### src/sv/p2g_pkg.sv
package p2g_pkg;

    // Pixel format codes carried on opcode
    localparam logic [2:0] OP_GRAY8  = 3'd0;
    localparam logic [2:0] OP_GRAY8A = 3'd1;
    localparam logic [2:0] OP_GRAY16 = 3'd2;
    localparam logic [2:0] OP_GRAY32 = 3'd3;
    localparam logic [2:0] OP_GRAY64 = 3'd4;
    localparam logic [2:0] OP_RGB8   = 3'd5;
    localparam logic [2:0] OP_RGBA8  = 3'd6;

    // Work classes handed from the front end to the datapath
    localparam logic [1:0] CLS_PASS  = 2'd0;
    localparam logic [1:0] CLS_GRAYA = 2'd1;
    localparam logic [1:0] CLS_RGB   = 2'd2;
    localparam logic [1:0] CLS_RGBA  = 2'd3;

    // Configuration register indexes
    localparam int CFG_IDX_W = 4;
    localparam logic [CFG_IDX_W-1:0] REG_RED_WEIGHT   = 4'd0;
    localparam logic [CFG_IDX_W-1:0] REG_GREEN_WEIGHT = 4'd1;
    localparam logic [CFG_IDX_W-1:0] REG_BLUE_WEIGHT  = 4'd2;
    localparam logic [CFG_IDX_W-1:0] REG_GRAY_BG      = 4'd3;
    localparam logic [CFG_IDX_W-1:0] REG_RED_BG       = 4'd4;
    localparam logic [CFG_IDX_W-1:0] REG_GREEN_BG     = 4'd5;
    localparam logic [CFG_IDX_W-1:0] REG_BLUE_BG      = 4'd6;
    localparam logic [CFG_IDX_W-1:0] REG_RESCALE      = 4'd7;

    localparam int CFG_DATA_W = 16;

    // Reset values of the configuration registers
    localparam logic [15:0] RST_RED_WEIGHT   = 16'd4899;
    localparam logic [15:0] RST_GREEN_WEIGHT = 16'd9617;
    localparam logic [15:0] RST_BLUE_WEIGHT  = 16'd1868;

    localparam int P2G_WEIGHT_FRAC_BITS = 14;

    // Weighted sum: three 8x16 products plus rounding constant
    localparam int SUM_W = 26;

    // Entries in the queue between front end and datapath
    localparam int QUEUE_DEPTH = 2;

    typedef struct packed {
        logic [1:0] cls;
        logic [7:0] byte0;
        logic [7:0] byte1;
        logic [7:0] byte2;
        logic [7:0] alpha;
    } p2g_item_t;

    typedef struct packed {
        logic [15:0] red_weight;
        logic [15:0] green_weight;
        logic [15:0] blue_weight;
        logic [7:0]  gray_bg;
        logic [7:0]  red_bg;
        logic [7:0]  grn_bg;
        logic [7:0]  blue_bg;
    } p2g_cfg_t;

    // Divide a value below 65280 by 255 (shift-add reciprocal)
    function automatic logic [7:0] div255(input logic [15:0] x);
        logic [15:0] y;
        y = x + {8'd0, x[15:8]} + 16'd1;
        return y[15:8];
    endfunction

endpackage

### src/sv/p2g_front.sv
module p2g_front (
    input  logic                clk,
    input  logic                rst_n,
    input  logic                start,
    output logic                busy,
    input  logic [2:0]          opcode,
    input  logic [63:0]         channel_zero,
    input  logic [7:0]          channel_one,
    input  logic [7:0]          channel_two,
    input  logic [7:0]          channel_three,
    input  logic                rescale,
    input  logic                q_full,
    output logic                push,
    output p2g_pkg::p2g_item_t  push_item
);
    import p2g_pkg::*;

    logic      fr_valid_reg;
    logic      fr_valid_next;
    p2g_item_t fr_item_reg;
    p2g_item_t decoded;
    logic      accept;

    // Hand the held word to the queue when it has room
    assign push      = fr_valid_reg && !q_full;
    assign busy      = fr_valid_reg && q_full;
    assign accept    = start && !busy;
    assign push_item = fr_item_reg;

    // Classify the pixel and pick out its bytes
    always_comb
    begin
        decoded.cls   = CLS_PASS;
        decoded.byte0 = 8'd0;
        decoded.byte1 = channel_one;
        decoded.byte2 = channel_two;
        decoded.alpha = channel_three;
        case (opcode)
            OP_GRAY8:
            begin
                decoded.byte0 = channel_zero[7:0];
            end
            OP_GRAY8A:
            begin
                decoded.cls   = CLS_GRAYA;
                decoded.byte0 = channel_zero[7:0];
                decoded.alpha = channel_one;
            end
            OP_GRAY16:
            begin
                decoded.byte0 = rescale ? channel_zero[15:8] : channel_zero[7:0];
            end
            OP_GRAY32:
            begin
                decoded.byte0 = rescale ? channel_zero[31:24] : channel_zero[7:0];
            end
            OP_GRAY64:
            begin
                decoded.byte0 = rescale ? channel_zero[63:56] : channel_zero[7:0];
            end
            OP_RGB8:
            begin
                decoded.cls   = CLS_RGB;
                decoded.byte0 = channel_zero[7:0];
            end
            OP_RGBA8:
            begin
                decoded.cls   = CLS_RGBA;
                decoded.byte0 = channel_zero[7:0];
            end
            default:
            begin
                decoded.byte0 = 8'd0;
            end
        endcase
    end

    // Hold a word until the queue takes it
    always_comb
    begin
        fr_valid_next = fr_valid_reg;
        if (accept)
        begin
            fr_valid_next = 1'b1;
        end
        else if (push)
        begin
            fr_valid_next = 1'b0;
        end
    end

    always_ff @(posedge clk or negedge rst_n)
    begin
        if (!rst_n)
        begin
            fr_valid_reg <= 1'b0;
        end
        else
        begin
            fr_valid_reg <= fr_valid_next;
        end
    end

    always_ff @(posedge clk)
    begin
        if (accept)
        begin
            fr_item_reg <= decoded;
        end
    end

endmodule

### src/sv/p2g_queue.sv
module p2g_queue (
    input  logic                clk,
    input  logic                rst_n,
    input  logic                push,
    input  p2g_pkg::p2g_item_t  push_item,
    input  logic                pop,
    output p2g_pkg::p2g_item_t  pop_item,
    output logic                full,
    output logic                empty
);
    import p2g_pkg::*;

    localparam int PTR_W = (QUEUE_DEPTH > 1) ? $clog2(QUEUE_DEPTH) : 1;
    localparam int CNT_W = $clog2(QUEUE_DEPTH + 1);

    p2g_item_t          entry_reg [QUEUE_DEPTH];
    logic [PTR_W-1:0]   wr_ptr_reg;
    logic [PTR_W-1:0]   wr_ptr_next;
    logic [PTR_W-1:0]   rd_ptr_reg;
    logic [PTR_W-1:0]   rd_ptr_next;
    logic [CNT_W-1:0]   count_reg;
    logic [CNT_W-1:0]   count_next;
    logic               do_push;
    logic               do_pop;

    assign full     = (count_reg == CNT_W'(QUEUE_DEPTH));
    assign empty    = (count_reg == '0);
    assign do_push  = push && !full;
    assign do_pop   = pop && !empty;
    assign pop_item = entry_reg[rd_ptr_reg];

    // Advance pointers with wrap and track fill level
    always_comb
    begin
        wr_ptr_next = wr_ptr_reg;
        rd_ptr_next = rd_ptr_reg;
        count_next  = count_reg;
        if (do_push)
        begin
            wr_ptr_next = (wr_ptr_reg == PTR_W'(QUEUE_DEPTH - 1)) ? '0 : wr_ptr_reg + 1'b1;
        end
        if (do_pop)
        begin
            rd_ptr_next = (rd_ptr_reg == PTR_W'(QUEUE_DEPTH - 1)) ? '0 : rd_ptr_reg + 1'b1;
        end
        if (do_push && !do_pop)
        begin
            count_next = count_reg + 1'b1;
        end
        else if (do_pop && !do_push)
        begin
            count_next = count_reg - 1'b1;
        end
    end

    always_ff @(posedge clk or negedge rst_n)
    begin
        if (!rst_n)
        begin
            wr_ptr_reg <= '0;
            rd_ptr_reg <= '0;
            count_reg  <= '0;
        end
        else
        begin
            wr_ptr_reg <= wr_ptr_next;
            rd_ptr_reg <= rd_ptr_next;
            count_reg  <= count_next;
        end
    end

    always_ff @(posedge clk)
    begin
        if (do_push)
        begin
            entry_reg[wr_ptr_reg] <= push_item;
        end
    end

`ifndef SYNTH
    a_no_push_when_full : assert property (@(posedge clk) disable iff (!rst_n)
        full |-> !push)
        else $error("queue written while full");

    a_count_bounded : assert property (@(posedge clk) disable iff (!rst_n)
        count_reg <= CNT_W'(QUEUE_DEPTH))
        else $error("queue fill level beyond depth");
`endif

endmodule

### src/sv/p2g_back.sv
module p2g_back #(
    parameter int WEIGHT_FRAC_BITS = p2g_pkg::P2G_WEIGHT_FRAC_BITS
) (
    input  logic                clk,
    input  logic                rst_n,
    input  p2g_pkg::p2g_cfg_t   cfg,
    input  logic                in_valid,
    input  p2g_pkg::p2g_item_t  in_item,
    output logic [7:0]          gray_value,
    output logic                done
);
    import p2g_pkg::*;

    localparam logic [SUM_W-1:0] ROUND_ADD =
        {{(SUM_W-1){1'b0}}, 1'b1} << (WEIGHT_FRAC_BITS - 1);

    // Stage 1: blend products
    logic        s1_valid_reg;
    logic [1:0]  s1_cls_reg;
    logic [7:0]  s1_raw_reg [3];
    logic [15:0] s1_num_reg [3];
    logic [15:0] s1_num_next [3];
    logic [7:0]  lane_in [3];
    logic [7:0]  lane_bg [3];
    logic [7:0]  inv_alpha;

    // Stage 2: blended or raw channel bytes
    logic        s2_valid_reg;
    logic [1:0]  s2_cls_reg;
    logic [7:0]  s2_lane_reg [3];
    logic [7:0]  s2_lane_next [3];

    // Stage 3: weighted products
    logic        s3_valid_reg;
    logic [1:0]  s3_cls_reg;
    logic [7:0]  s3_byte_reg;
    logic [23:0] s3_prod_reg [3];

    // Stage 4: sum, round, saturate
    logic [SUM_W-1:0] sum_rounded;
    logic [SUM_W-1:0] sum_shifted;
    logic [7:0]       weighted;
    logic [7:0]       out_next;
    logic             done_reg;
    logic [7:0]       gray_reg;

    // Form blend numerators per lane
    assign lane_in[0] = in_item.byte0;
    assign lane_in[1] = in_item.byte1;
    assign lane_in[2] = in_item.byte2;
    assign lane_bg[0] = (in_item.cls == CLS_GRAYA) ? cfg.gray_bg : cfg.red_bg;
    assign lane_bg[1] = cfg.grn_bg;
    assign lane_bg[2] = cfg.blue_bg;
    assign inv_alpha  = 8'd255 - in_item.alpha;

    always_comb
    begin
        for (int i = 0; i < 3; i++)
        begin
            s1_num_next[i] = ({8'd0, lane_in[i]} * {8'd0, in_item.alpha})
                           + ({8'd0, lane_bg[i]} * {8'd0, inv_alpha});
        end
    end

    // Round and divide by 255 where the class blends
    always_comb
    begin
        for (int i = 0; i < 3; i++)
        begin
            if (s1_cls_reg inside {CLS_GRAYA, CLS_RGBA})
            begin
                s2_lane_next[i] = div255(s1_num_reg[i] + 16'd127);
            end
            else
            begin
                s2_lane_next[i] = s1_raw_reg[i];
            end
        end
    end

    // Sum weighted channels, round half up, clamp
    assign sum_rounded = {2'b00, s3_prod_reg[0]} + {2'b00, s3_prod_reg[1]}
                       + {2'b00, s3_prod_reg[2]} + ROUND_ADD;
    assign sum_shifted = sum_rounded >> WEIGHT_FRAC_BITS;
    assign weighted    = (|sum_shifted[SUM_W-1:8]) ? 8'hFF : sum_shifted[7:0];

    always_comb
    begin
        case (s3_cls_reg)
            CLS_RGB, CLS_RGBA: out_next = weighted;
            default:           out_next = s3_byte_reg;
        endcase
    end

    // Advance valid flags
    always_ff @(posedge clk or negedge rst_n)
    begin
        if (!rst_n)
        begin
            s1_valid_reg <= 1'b0;
            s2_valid_reg <= 1'b0;
            s3_valid_reg <= 1'b0;
            done_reg     <= 1'b0;
        end
        else
        begin
            s1_valid_reg <= in_valid;
            s2_valid_reg <= s1_valid_reg;
            s3_valid_reg <= s2_valid_reg;
            done_reg     <= s3_valid_reg;
        end
    end

    // Datapath registers
    always_ff @(posedge clk)
    begin
        s1_cls_reg <= in_item.cls;
        s2_cls_reg <= s1_cls_reg;
        s3_cls_reg <= s2_cls_reg;
        s3_byte_reg <= s2_lane_reg[0];
        gray_reg   <= out_next;
        for (int i = 0; i < 3; i++)
        begin
            s1_raw_reg[i]  <= lane_in[i];
            s1_num_reg[i]  <= s1_num_next[i];
            s2_lane_reg[i] <= s2_lane_next[i];
        end
        s3_prod_reg[0] <= {16'd0, s2_lane_reg[0]} * {8'd0, cfg.red_weight};
        s3_prod_reg[1] <= {16'd0, s2_lane_reg[1]} * {8'd0, cfg.green_weight};
        s3_prod_reg[2] <= {16'd0, s2_lane_reg[2]} * {8'd0, cfg.blue_weight};
    end

    assign gray_value = gray_reg;
    assign done       = done_reg;

`ifndef SYNTH
    a_fixed_latency : assert property (@(posedge clk) disable iff (!rst_n)
        in_valid |-> ##4 done)
        else $error("result did not leave four cycles after pop");

    a_no_spurious_done : assert property (@(posedge clk) disable iff (!rst_n)
        done |-> $past(s3_valid_reg))
        else $error("result strobe without a word in the last stage");
`endif

endmodule

### src/sv/pixel_to_gray8_converter_top.sv
// Pixel to 8-bit gray converter.
//
// Input: drive opcode and the channel ports with start high; a word is taken
// at each rising edge with start high and busy low. One pixel per clock is
// sustained. Opcode selects gray8, gray8 with alpha, gray16/32/64, rgb8 or
// rgba8; an unused code yields gray 0.
// Output: each word gives exactly one gray_value, shown for one cycle with
// done high. The result passes the classify register, one queue slot,
// then four datapath stages (blend multiply, divide by 255, weight
// multiply, sum and clamp).
// The receiver cannot stall; the datapath never stops, so the queue drains
// every cycle and busy only rises if the queue were ever full.
// Configuration: cfg_valid/cfg_ready with cfg_index and cfg_data; cfg_ready
// is always high. Write only while no pixel is in flight.
// Reset: rst_n clears the pipeline and queue and loads the default weights,
// zero backgrounds and rescale on.
module pixel_to_gray8_converter_top #(
    parameter int WEIGHT_FRAC_BITS = p2g_pkg::P2G_WEIGHT_FRAC_BITS
) (
    input  logic                             clk,
    input  logic                             rst_n,
    input  logic                             start,
    output logic                             busy,
    input  logic [2:0]                       opcode,
    input  logic [63:0]                      channel_zero,
    input  logic [7:0]                       channel_one,
    input  logic [7:0]                       channel_two,
    input  logic [7:0]                       channel_three,
    output logic [7:0]                       gray_value,
    output logic                             done,
    input  logic                             cfg_valid,
    output logic                             cfg_ready,
    input  logic [p2g_pkg::CFG_IDX_W-1:0]    cfg_index,
    input  logic [p2g_pkg::CFG_DATA_W-1:0]   cfg_data
);
    import p2g_pkg::*;

    logic [15:0] red_weight_reg;
    logic [15:0] green_weight_reg;
    logic [15:0] blue_weight_reg;
    logic [7:0]  gray_bg_reg;
    logic [7:0]  red_bg_reg;
    logic [7:0]  grn_bg_reg;
    logic [7:0]  blue_bg_reg;
    logic        rescale_reg;
    logic        cfg_write;
    p2g_cfg_t    cfg;

    logic        push;
    p2g_item_t   push_item;
    p2g_item_t   pop_item;
    logic        q_full;
    logic        q_empty;
    logic        pop;

    assign cfg_ready = 1'b1;
    assign cfg_write = cfg_valid && cfg_ready;

    // Load configuration registers; unknown indexes drop the word
    always_ff @(posedge clk or negedge rst_n)
    begin
        if (!rst_n)
        begin
            red_weight_reg   <= RST_RED_WEIGHT;
            green_weight_reg <= RST_GREEN_WEIGHT;
            blue_weight_reg  <= RST_BLUE_WEIGHT;
            gray_bg_reg      <= 8'd0;
            red_bg_reg       <= 8'd0;
            grn_bg_reg       <= 8'd0;
            blue_bg_reg      <= 8'd0;
            rescale_reg      <= 1'b1;
        end
        else if (cfg_write)
        begin
            case (cfg_index)
                REG_RED_WEIGHT:   red_weight_reg   <= cfg_data[15:0];
                REG_GREEN_WEIGHT: green_weight_reg <= cfg_data[15:0];
                REG_BLUE_WEIGHT:  blue_weight_reg  <= cfg_data[15:0];
                REG_GRAY_BG:      gray_bg_reg      <= cfg_data[7:0];
                REG_RED_BG:       red_bg_reg       <= cfg_data[7:0];
                REG_GREEN_BG:     grn_bg_reg       <= cfg_data[7:0];
                REG_BLUE_BG:      blue_bg_reg      <= cfg_data[7:0];
                REG_RESCALE:      rescale_reg      <= cfg_data[0];
                default:          ;
            endcase
        end
    end

    assign cfg.red_weight   = red_weight_reg;
    assign cfg.green_weight = green_weight_reg;
    assign cfg.blue_weight  = blue_weight_reg;
    assign cfg.gray_bg      = gray_bg_reg;
    assign cfg.red_bg       = red_bg_reg;
    assign cfg.grn_bg       = grn_bg_reg;
    assign cfg.blue_bg      = blue_bg_reg;

    // Datapath takes a word every cycle the queue has one
    assign pop = !q_empty;

    p2g_front u_front (
        .clk           (clk),
        .rst_n         (rst_n),
        .start         (start),
        .busy          (busy),
        .opcode        (opcode),
        .channel_zero  (channel_zero),
        .channel_one   (channel_one),
        .channel_two   (channel_two),
        .channel_three (channel_three),
        .rescale       (rescale_reg),
        .q_full        (q_full),
        .push          (push),
        .push_item     (push_item)
    );

    p2g_queue u_queue (
        .clk       (clk),
        .rst_n     (rst_n),
        .push      (push),
        .push_item (push_item),
        .pop       (pop),
        .pop_item  (pop_item),
        .full      (q_full),
        .empty     (q_empty)
    );

    p2g_back #(
        .WEIGHT_FRAC_BITS (WEIGHT_FRAC_BITS)
    ) u_back (
        .clk        (clk),
        .rst_n      (rst_n),
        .cfg        (cfg),
        .in_valid   (pop),
        .in_item    (pop_item),
        .gray_value (gray_value),
        .done       (done)
    );

`ifndef SYNTH
    a_accept_reaches_output : assert property (@(posedge clk) disable iff (!rst_n)
        (start && !busy && !q_full) |-> ##6 done)
        else $error("accepted pixel did not produce a result on time");
`endif

endmodule

### config.mk
export PLATFORM = sky130hd
export DESIGN_NAME = pixel_to_gray8_converter_top
export DESIGN_NICKNAME = d
export VERILOG_FILES = /design/src/sv/p2g_pkg.sv /design/src/sv/p2g_front.sv /design/src/sv/p2g_queue.sv /design/src/sv/p2g_back.sv /design/src/sv/pixel_to_gray8_converter_top.sv
export SDC_FILE = /design/constraint.sdc
export NUM_CORES = 2
export LEC_CHECK = 0
export BUFFER_PORTS_ARGS = -buffer_cell sky130_fd_sc_hd__buf_2
export CAP_MARGIN = 20
export CORE_ASPECT_RATIO = 1.25
export CORE_MARGIN = 3
export CORE_UTILIZATION = 35
export CTS_BUF_LIST = sky130_fd_sc_hd__clkbuf_8
export DETAILED_ROUTE_END_ITERATION = 12
export HOLD_SLACK_MARGIN = 0.02
export PLACE_DENSITY = 0.61
export RECOVER_POWER = 100
export SYNTH_ARGS = -nofsm -noshare
export SYNTH_HDL_FRONTEND = slang
export SYNTH_HIERARCHICAL = 1
export SYNTH_SLANG_ARGS = --single-unit
### constraint.sdc
create_clock -name clk -period 7.5 [get_ports clk]
set_input_delay 0.75 -clock clk [delete_from_list [all_inputs] [get_ports clk]]
set_output_delay 0.75 -clock clk [all_outputs]
set_load 0.005 [all_outputs]
# After elaboration in Yosys (flattened, before gate mapping)
# Memory sizes are Yosys's and may differ from the RTL's.
# Index checks and enable logic that the tools add are counted.
# totals
ff_bits	146
ramBits	236
in_bits	115
word_cells	126
memories	5
# classes
add_sub_neg	20
multipliers	9
eq_ne	19
mux	20
n_reduce_logical	27
# memory_table
memory	words	width	read_ports	rd_ports_with_merged_regs	write_ports	line_no	text
u_back.s3_prod_reg	3	24	3	0	3	p2g_back.sv:37	logic [23:0] s3_prod_reg [3];
u_queue.entry_reg	2	34	1	0	1	p2g_queue.sv:16	p2g_item_t entry_reg [QUEUE_DEPTH];
u_back.s1_num_reg	3	16	3	0	3	p2g_back.sv:21	logic [15:0] s1_num_reg [3];
u_back.s1_raw_reg	3	8	3	0	3	p2g_back.sv:20	logic [7:0] s1_raw_reg [3];
u_back.s2_lane_reg	3	8	3	0	3	p2g_back.sv:30	logic [7:0] s2_lane_reg [3];
# op_table
op	n
multiplier 8 x 8 -> 16 bit	6
two-way mux 8 bit	10
multiplier 8 x 16 -> 24 bit	3
adder 16 x 1 -> 16 bit, second input constant	3
adder 16 bit	3
adder 16 x 7 -> 16 bit, second input constant	3
adder 16 x 8 -> 16 bit	3
case mux 8 bit (4 select lines)	1
adder 26 x 14 -> 26 bit, second input constant	1
adder 26 x 24 -> 26 bit	1
adder 24 x 24 -> 25 bit	1
equality test 4 x 3 -> 1 bit, second input constant	4
AND reduction 2 bit	8
equality test 3 bit, second input constant	3
equality test 2 bit, second input constant	4
equality test 4 x 2 -> 1 bit, second input constant	2
OR reduction 4 bit	2
subtractor 8 bit, first input constant	1
equality test 3 x 2 -> 1 bit, second input constant	2
logical AND 1 bit	6
two-way mux 1 bit	6
case mux 2 bit (3 select lines)	1
nonzero test 2 bit	3
equality test 2 x 1 -> 1 bit, second input constant	2
other kinds (11)	16

# Depth between registers and ports, before layout
# logic_depth
ltp_word	8
mapped_depth	26

# By module
# The synthesis kept the hierarchy.
# by_module_without_submodules
mod	n_inst	cells_each	area_per_inst_um2	seq_area_each_um2
p2g_back	1	3437	31860.6	3863.7
pixel_to_gray8_converter_top	1	184	3120.5	2050.7
p2g_queue	1	125	2801.4	2142.1
p2g_front	1	116	1686.6	1046.0

# Worst setup path before layout
# OpenSTA, ideal clock, no wires.
# synth_path
path_kind	register to register
startpoint	register u_queue.rd_ptr_reg
endpoint	memory u_back.s1_num_reg[0][15]
setup_ns	0.128
arrival_time_ns	6.282
slack_ns	1.090
stages_incl_launch_ff	26
path_buffers	3
path_cell_list	dfrtp_1 > buf_6 > buf_12 > mux2_4 > nand2b_1 > clkbuf_1 > mux2i_1 > nor2_1 > fa_1 > inv_1 > fa_1 > inv_1 > fa_1 > fa_1 > fa_1 > inv_1 > fa_1 > inv_1 > ha_1 > nand2_1 > nand2_1 > a31oi_1 > o21ai_0 > o211ai_1 > mux2i_1 > nand4_1
# synth_rtl
item	line_no	text
start: declaration	p2g_queue.sv:19	logic [PTR_W-1:0] rd_ptr_reg;
start signal: assignment	p2g_queue.sv:67	rd_ptr_reg <= rd_ptr_next;
end: declaration	p2g_back.sv:21	

==> impl_metrics.env <==
export IMPL_grt_setup_unrepaired="false"
export IMPL_die_area_mm2=0.117
export IMPL_worst_slack_ns=0.710
export IMPL_initial_core_util=0.353
export IMPL_worst_path_max_fanout=12
export IMPL_clk_latency_ns=0.66
export IMPL_drc=0
export IMPL_synthTopCellsByCount="inv_1, fa_1, ha_1"
export IMPL_run_status="finished, violations left"
export IMPL_relSlewSlack=-1.06
export IMPL_wl_per_cell_um=15.6
export IMPL_antenna_left=0
export IMPL_setup_viol=0
export IMPL_post_cts_resized=0
export IMPL_hpwl_um=67000
export IMPL_critPathKind="flop to flop"
export IMPL_postCtsSetupBuffers=0
export IMPL_fin_crit_ns=6.79
export IMPL_finalHoldViolCount=0
export IMPL_grt_use_total=0.150
export IMPL_via_per_inst=4.77
export IMPL_overflow=0
export IMPL_area_delta_synth_final_pct=8.07
export IMPL_yosys_most_used_dff="dfxtp_1"
export IMPL_root_buffer="clkbuf_8"
export IMPL_final_period_utilization=0.905
export IMPL_arrival_ns=7.32
export IMPL_synth_warnings=6
export IMPL_fmax_mhz=147
export IMPL_first_iter_violations=993
export IMPL_yosysSeqAreaShare=0.231
export IMPL_drv_cap=6
export IMPL_synth_edf_count=102
export IMPL_yosysUniqueCellTypes=93
export IMPL_cts_made_buffers=70
export IMPL_r2r_setup_slack_ns=0.71
export IMPL_vias=26100
export IMPL_synthCells=3862
export IMPL_grt_pass1_vias=27900
export IMPL_core_mm2=0.112
export IMPL_io_buffers=92
export IMPL_largest_reg_flops=72
export IMPL_nFillCells=11200
export IMPL_ff2ff_path_depth=21
export IMPL_grt_pass1_wl_um=142000
export IMPL_final_max_slew_viol_count=198
export IMPL_htree_levels=3
export IMPL_clock_path_buffers=3
export IMPL_reg2reg_from="u_queue/rd_ptr_reg"
export IMPL_drtPass1Iterations=6
export IMPL_syn_area_mm2=0.0395
export IMPL_synth_seq_cells=380
export IMPL_cts_tree="done"
export IMPL_wl_um=85600
export IMPL_cts_sinks=380
export IMPL_synthTopCellsByArea="fa_1, ha_1, dfxtp_1"
export IMPL_pre_cts_slack_ns=0.696
export IMPL_gp_congestion=0.808
export IMPL_clk_transition_reported_paths_ns=0.06
export IMPL_end_kind="flop"
export IMPL_hold_class="input pin to flop"
export IMPL_postSynthAreaPerCell_um2=10.2
export IMPL_synthDominantCellAreaShare=0.286
export IMPL_num_rows=137
export IMPL_io_pins=126
export IMPL_hold_buffers=0
export IMPL_clock_skew_ns=0.0398
export IMPL_antenna_found_initial=2
export IMPL_layout_nets=5020
export IMPL_synth_largest_area_cell="fa_1"
export IMPL_violations="capacitance limit, slew limit"
export IMPL_cp_data_required_time_ns=8.03
export IMPL_grt_start_max_net_pins=50
export IMPL_min_path_cells=1
export IMPL_drive_above_1_share=0.0925
export IMPL_hold_end="u_front/push_item[17]"
export IMPL_cp_start_kind="flop"
export IMPL_synth_most_common_cell="inv_1"
export IMPL_worstHoldStart="channel_one[1]"
export IMPL_die_h_um=381
export IMPL_fp_dieW_um=306
export IMPL_fin_setup_tns_ns=0
export IMPL_async_flop_share=0.237
export IMPL_worst_pin_slew_ns=3.08
export IMPL_reg2reg_to="u_back/s1_num_reg[0][15]"
-- how the worst max path moves through the flow --
stage | cells past startpoint | from | endpoint | slack [ns]
detailed placement | 21 | u_queue/rd_ptr_reg | u_back/s1_num_reg[0][15] | 0.70
finish | 21 | u_queue/rd_ptr_reg | u_back/s1_num_reg[0][15] | 0.71
floorplan | 25 | u_queue/rd_ptr_reg | u_back/s1_num_reg[0][15] | 1.09
CTS | 21 | u_queue/rd_ptr_reg | u_back/s1_num_reg[0][15] | 0.66
global placement | 21 | u_queue/rd_ptr_reg | u_back/s1_num_reg[0][15] | 0.68
global route | 21 | u_queue/rd_ptr_reg | u_back/s1_num_reg[0][15] | 0.33
-- layer usage --
layer	vias to the layer above	part of all wire	GRT usage
met5	-	0	0
met4	0	0.033	0.0547
met3	135	0.037	0.0210
met2	434	0.50	0.265
met1	13200	0.43	0.185
li1	12400	-	-
-- critical path, cell delays in order, from the launching register on --
cell and delay, ns:
dfrtp_2 0.53, mux2_1 0.38, nand2b_1 0.41, mux2i_1 0.64
or2_2 0.24, fa_1 0.45, fa_1 0.50, inv_1 0.05
fa_1 0.51, fa_1 0.44, fa_1 0.50, inv_1 0.05
fa_1 0.47, inv_1 0.04, ha_1 0.32, nand2_1 0.07
nand2_1 0.05, a31oi_1 0.22, o21ai_0 0.17, o211ai_1 0.32
mux2i_1 0.21, nand4_1 0.09
-- layout by cell type (no fill, tap or decap), types with 10 or more instances in the layout --
| master | instances |
|---|---|
| o211ai_1 | 14 |
| fa_1 | 563 |
| xor2_1 | 53 |
| and3_1 | 12 |
| mux2_4 | 10 |
| mux2_2 | 103 |
| or2_2 | 24 |
| inv_1 | 714 |
| clkbuf_8 | 82 |
| nand3_1 | 49 |
| xnor2_1 | 98 |
| and2_0 | 21 |
| mux2_1 | 27 |
| a211oi_1 | 11 |
| a21o_1 | 30 |
| o21ai_0 | 56 |
| clkinv_2 | 14 |
| or3_1 | 11 |
| nand4_1 | 10 |
| nor2b_1 | 123 |
| o21a_1 | 18 |
| nand2b_1 | 38 |
| nor3_1 | 34 |
| nor2_1 | 139 |
| a21oi_1 | 76 |
| dfstp_2 | 18 |
| nand2_1 | 363 |
| dfxtp_1 | 188 |
| and2_1 | 259 |
| clkbuf_1 | 19 |
| mux2i_1 | 18 |
| buf_4 | 12 |
| ha_1 | 389 |
| buf_2 | 77 |
| dfrtp_1 | 70 |
| a31oi_1 | 22 |
| edfxtp_1 | 102 |
-- cell type report --
class	instances	area, um2	share of cell area
well taps	1459	1830	0.0428
clock inverters	47	284	0.00666
multi-input cells	2699	27100	0.636
repair buffers	109	567	0.0133
diodes	6	15.0	0.000352
inverters	693	2600	0.0610
clock buffers	82	1130	0.0265
flip-flops and latches	380	9100	0.213
-- cells by family after synthesis --
family,synth area share
and+or+nand+nor,0.150
adders and majority gates,0.409
buffers and inverters,0.0768
DFF,0.231
AOI/OAI and AO/OA,0.0519
muxes,0.0473
xor gates and xnor gates,0.0347
other,0.000190
-- per-stage QoR --
stage / std cells / util / hold slack [ns] / area (um2)
2_1_floorplan: 3863 / - / 0.310 / 39500
3_3_place_gp: 5340 / 0.371 / 0.333 / 41500
3_5_place_dp: 5340 / 0.371 / 0.335 / 41500
4_1_cts: 5469 / 0.384 / 0.0704 / 42900
5_1_grt: 5470 / 0.382 / 0.231 / 42600
6_report: 5475 / 0.382 / 0.280 / 42700
Power is left out: the tool's default activity adds up to more than one toggle a clock period on the data nets, which glitch-free logic cannot reach.
